File: src/hw/rtl/text_console_char_writer_defines.svh
// Assertion macros shared by the console writer.
`ifndef TEXT_CONSOLE_CHAR_WRITER_DEFINES_SVH
`define TEXT_CONSOLE_CHAR_WRITER_DEFINES_SVH

// Same-cycle implication, disabled while reset is high.
`define TCCW_ASSERT_NOW(label, clk, rst, ante, cons, msg) \
   label: assert property (@(posedge clk) disable iff (rst) (ante) |-> (cons)) \
      else $error(msg);

// Next-cycle implication, disabled while reset is high.
`define TCCW_ASSERT_NEXT(label, clk, rst, ante, cons, msg) \
   label: assert property (@(posedge clk) disable iff (rst) (ante) |=> (cons)) \
      else $error(msg);

`endif

File: src/hw/rtl/tccw_pkg.sv
package tccw_pkg;

   localparam int CURSOR_COL_WIDTH = 7;
   localparam int CURSOR_ROW_WIDTH = 5;
   localparam int CHAR_WIDTH       = 8;
   localparam int ATTR_WIDTH       = 8;
   localparam int CELL_WIDTH       = CHAR_WIDTH + ATTR_WIDTH;

   localparam logic [CHAR_WIDTH-1:0] CHAR_NEWLINE     = 8'd10;
   localparam logic [CHAR_WIDTH-1:0] CHAR_RETURN      = 8'd13;
   localparam logic [CHAR_WIDTH-1:0] CHAR_SPACE       = 8'd32;
   localparam logic [CHAR_WIDTH-1:0] CHAR_PRINT_FIRST = 8'd32;
   localparam logic [CHAR_WIDTH-1:0] CHAR_PRINT_LAST  = 8'd126;
   localparam logic [ATTR_WIDTH-1:0] RESET_ATTR       = 8'd7;

   typedef enum logic [1:0] {
      FUNC_PUT        = 2'd0,
      FUNC_CLEAR      = 2'd1,
      FUNC_SET_CURSOR = 2'd2,
      FUNC_READ_CELL  = 2'd3
   } func_type;

   // Commands from the controller to the datapath.
   typedef struct packed {
      logic load_req;
      logic put_step;
      logic set_cursor;
      logic capture_read;
      logic clear_start;
      logic clear_run;
      logic scroll_start;
      logic scroll_run;
   } dp_cmd_type;

   // Status from the datapath to the controller.
   typedef struct packed {
      func_type func;
      logic     put_scroll;
      logic     clear_end;
      logic     scroll_end;
   } dp_status_type;

endpackage

File: src/hw/rtl/tccw_ctrl.sv
module tccw_ctrl
   import tccw_pkg::*;
(
   input  logic          clock,
   input  logic          reset,
   input  logic          start,
   input  dp_status_type status,
   output dp_cmd_type    cmd,
   output logic          busy,
   output logic          rsp_strobe
);

   typedef enum logic [2:0] {
      ST_INIT,
      ST_IDLE,
      ST_EXEC,
      ST_READ,
      ST_CLEAR,
      ST_SCROLL
   } state_type;

   state_type state_ff;
   state_type state_in;
   logic      rsp_strobe_ff;
   logic      rsp_strobe_in;

   always_comb begin
      state_in      = state_ff;
      rsp_strobe_in = 1'b0;
      cmd           = '0;
      case (state_ff)
         ST_INIT: begin
            cmd.clear_run = 1'b1;
            if (status.clear_end) begin
               state_in = ST_IDLE;
            end
         end
         ST_IDLE: begin
            if (start) begin
               cmd.load_req = 1'b1;
               state_in     = ST_EXEC;
            end
         end
         ST_EXEC: begin
            case (status.func)
               FUNC_PUT: begin
                  cmd.put_step = 1'b1;
                  if (status.put_scroll) begin
                     cmd.scroll_start = 1'b1;
                     state_in         = ST_SCROLL;
                  end else begin
                     rsp_strobe_in = 1'b1;
                     state_in      = ST_IDLE;
                  end
               end
               FUNC_CLEAR: begin
                  cmd.clear_start = 1'b1;
                  state_in        = ST_CLEAR;
               end
               FUNC_SET_CURSOR: begin
                  cmd.set_cursor = 1'b1;
                  rsp_strobe_in  = 1'b1;
                  state_in       = ST_IDLE;
               end
               FUNC_READ_CELL: begin
                  state_in = ST_READ;
               end
               default: begin
                  rsp_strobe_in = 1'b1;
                  state_in      = ST_IDLE;
               end
            endcase
         end
         ST_READ: begin
            cmd.capture_read = 1'b1;
            rsp_strobe_in    = 1'b1;
            state_in         = ST_IDLE;
         end
         ST_CLEAR: begin
            cmd.clear_run = 1'b1;
            if (status.clear_end) begin
               rsp_strobe_in = 1'b1;
               state_in      = ST_IDLE;
            end
         end
         ST_SCROLL: begin
            cmd.scroll_run = 1'b1;
            if (status.scroll_end) begin
               rsp_strobe_in = 1'b1;
               state_in      = ST_IDLE;
            end
         end
         default: begin
            state_in = ST_IDLE;
         end
      endcase
   end

   always_ff @(posedge clock) begin
      if (reset) begin
         state_ff      <= ST_INIT;
         rsp_strobe_ff <= 1'b0;
      end else begin
         state_ff      <= state_in;
         rsp_strobe_ff <= rsp_strobe_in;
      end
   end

   assign busy       = (state_ff != ST_IDLE);
   assign rsp_strobe = rsp_strobe_ff;

endmodule

File: config.mk
export PLATFORM = sky130hd
export DESIGN_NAME = tccw_ctrl
export DESIGN_NICKNAME = d
export VERILOG_FILES = /design/src/hw/rtl/text_console_char_writer_defines.svh /design/src/hw/rtl/tccw_pkg.sv /design/src/hw/rtl/tccw_ctrl.sv
export SDC_FILE = /design/constraint.sdc
export NUM_CORES = 1
export LEC_CHECK = 0
export BUFFER_PORTS_ARGS = -buffer_cell sky130_fd_sc_hd__buf_2
export CORE_AREA = 2 2 39 41
export CTS_BUF_LIST = sky130_fd_sc_hd__clkbuf_16
export DETAILED_ROUTE_END_ITERATION = 16
export DIE_AREA = 0 0 41 43
export PLACE_DENSITY = 0.47
export SLEW_MARGIN = 10
export SYNTH_ARGS = -nofsm -noshare
export SYNTH_HDL_FRONTEND = slang
export SYNTH_SLANG_ARGS = --single-unit
File: constraint.sdc
create_clock -name clock -period 2.9 [get_ports clock]
set_input_delay 0.145 -clock clock [delete_from_list [all_inputs] [get_ports clock]]
set_output_delay 0.145 -clock clock [all_outputs]
set_load 0.02 [all_outputs]
==> flow_summary.json <==
{
  "outcome": "finished, final reports clean",
  "finalHoldWorstSlack_ns": 0.141,
  "cts_setup_buffers": 0,
  "cts.path.max_buffers": 2,
  "nNetsFinal": 61,
  "worstPathCellList": "nor4b_2 -> and2_1 -> buf_2",
  "initial_core_util": 0.193,
  "cpMaxStageDelayCell": "dfxtp_1",
  "die_area_um2": 1760,
  "synth_compound_area_frac": 0.178,
  "hp-start": "reset",
  "n_antenna_cell": 0,
  "drive_gt1_frac": 0.431,
  "areaGrowthSynthToFinish_pct": 63.4,
  "setup.worst_path.end_class": "output pin",
  "drc": 0,
  "rows": 14,
  "ctsResizeCount": 0,
  "slowest_delay_ns": 0.39,
  "synth_xor_area_frac": 0,
  "synthTopCellsByArea": "dfxtp_1, and2_1, a211oi_1, nor4b_2, and3_1",
  "maxSlewHeadroom": 0.785,
  "hold_viol": 0,
  "cts_max_level": 1,
  "synthAdderAreaFrac": 0,
  "firstDrtPassIters": 2,
  "synth_warnings": 0,
  "drtAntennaViolNets": 0,
  "cp_max_fo": 10,
  "synth_top_family_by_area": "simple AND/OR/NAND/NOR gates",
  "fillers": 144,
  "tritoncts": "yes",
  "tns_ns": 0,
  "yosysSeqAreaShare": 0.300,
  "wl_per_cell_um": 10.3,
  "dpl_worst_slack_ns": 1.60,
  "grt_pass1_vias": 272,
  "p_per_area_nw_per_um2": 699,
  "p_seq_frac": 0.207,
  "die_y_um": 43,
  "combPwrFrac": 0.108,
  "yosys.area_share.simple": 0.413,
  "drt_iter0_markers": 3,
  "max_freq_ghz": 0.662,
  "gp_congestion": 0.740,
  "rsz0062_at_grt": "no",
  "async_flop_share": 0,
  "clk_root_buffer_cell": "clkbuf_16",
  "p_int_w": 0.000247,
  "fin_crit_sh": 0.521,
  "startpoint": "state_ff[0]$_SDFFE_PP0P_",
  "fin_skew_ns": 0.000329,
  "worst_slew_pin_slew_ns": 0.322,
  "core_um2": 1380,
  "setup_ws_ns": 1.39,
  "die_width_um": 41,
  "vdd_ir_drop_max_mv": 0.184,
  "grt_max_degree": 11,
  "ys_ff_latch": 4,
  "dpl.hpwl_um": 547,
  "wl_um": 688,
  "yosys.area.top_type": "dfxtp_1",
  "clock_latency_ns": 0.22,
  "ff2ff_setup_slack_ns": 1.61,
  "p_leak_nw": 0.209,
  "sw_frac_of_total": 0.187,
  "synth_common_cells": "dfxtp_1, and2_1",
  "cts.sinks": 4,
  "antenna_found_initial": 0,
  "vias_per_cell": 4.60,
  "cp.required_ns": 2.76,
  "netlist_area_um2": 267,
  "pin_count": 18,
  "ys.flop_type": "dfxtp_1",
  "worstSetupStartpointType": "flop",
  "holdBufCountCts": 0,
  "crit_type": "flop to output pin",
  "vias": 308,
  "syn_inst": 32,
  "cts_inserted_buffers": 3,
  "grt_pass1_wl_mm": 1.04,
  "io_buffers": 17,
  "maxCapViolCount": 0,
  "synth_cell_types": 21,
  "muxShareOfSynthArea": 0.0376,
  "holdCritPathClass": "primary input to flop",
  "synth_edf_count": 0,
  "setup_viol": 0,
  "p_sw_w": 0.0000569,
  "grt-ovfl-total": 0,
  "grt_use_total": 0.0891,
  "power_w": 0.000304,
  "syn_nets": 40,
  "slew_violations": 0,
  "pwr-share-clk": 0.685,
  "synth.most_common_cell": "dfxtp_1",
  "arrival_ns": 1.37,
  "avgSynthCellArea_um2": 8.33,
  "r2r_start": "state_ff[0]$_SDFFE_PP0P_",
  "period_minus_slack_ns": 1.51,
  "clkTransAtPathRegs_ns": 0.03,
  "netlist.area_leader.share": 0.300
}
## critical path: cells and delay by family (launching register included)
kind | cells | cell delay (ns)
simple gates | 2 | 0.58
buf+inv | 1 | 0.17
flops | 1 | 0.39
## power by group through the flow
| stage | Combinational, W | Sequential (W) | Clock (W) |
|---|---|---|---|
| after floorplan | 0.0000239 | 0.0000605 | 0 |
| after global placement | 0.0000331 | 0.0000638 | 0 |
| after detailed placement | 0.0000330 | 0.0000637 | 0 |
| after CTS | 0.0000330 | 0.0000630 | 0.000213 |
| after global routing | 0.0000363 | 0.0000639 | 0.000216 |
| final | 0.0000328 | 0.0000630 | 0.000209 |
## path summary, 6_finish.rpt
path | to | cells past startpoint
setup reg to reg | rsp_strobe$_SDFF_PP0_ | 3
setup / recovery | cmd[3] | 3
hold / removal | state_ff[2]$_SDFFE_PP0P_ | 2
hold reg to reg | state_ff[2]$_SDFFE_PP0P_ | 2
## placed cells by master (no fill, tap or decap), types with 2 or more instances in the layout
cell,netlist,routed
a211oi_1,2,2
a21oi_1,2,2
inv_1,2,2
and3_1,2,2
and2_1,3,3
buf_2,0,17
dfxtp_1,4,4
clkbuf_16,0,3
nand3_1,2,2
nand2_1,2,2
## through the flow
step	cell area [um^2]	utilization	instances
CTS	435	0.315	67
finish	435	0.315	67
detailed placement	360	0.260	64
floorplan	267	-	32
global route	435	0.315	67
global placement	360	0.260	64
## metal layers
metal	routed length (um)	vias to the layer above	GRT usage
li1	-	162	-
met1	318	133	0.102
met2	310	11	0.131
met3	46	2	0.0314
met4	12	0	0.0600
met5	0	-	0
## layout make-up
type,count,area (um^2),share of cell area
clock buffers,3,75.1,0.172
multi-input cells,25,168,0.385
repair buffers,17,85.1,0.195
inverters,2,7.51,0.0172
flip-flops and latches,4,80.1,0.184
well taps,16,20.0,0.0460
## sequential cells by signal (all words and copies together), names as in the netlist
signal,count
rsp_strobe,1
state_ff,3
## logic make-up (layout without fill, tap and decap cells)
| family | Yosys count | after routing |
|---|---|---|
| and+or+nand+nor | 17 | 17 |
| AOI/OAI and AO/OA | 7 | 7 |
| DFF | 4 | 4 |
| buffers and inverters | 3 | 22 |
| muxes | 1 | 1 |
No activity file was read; power rests on OpenSTA's default activity.
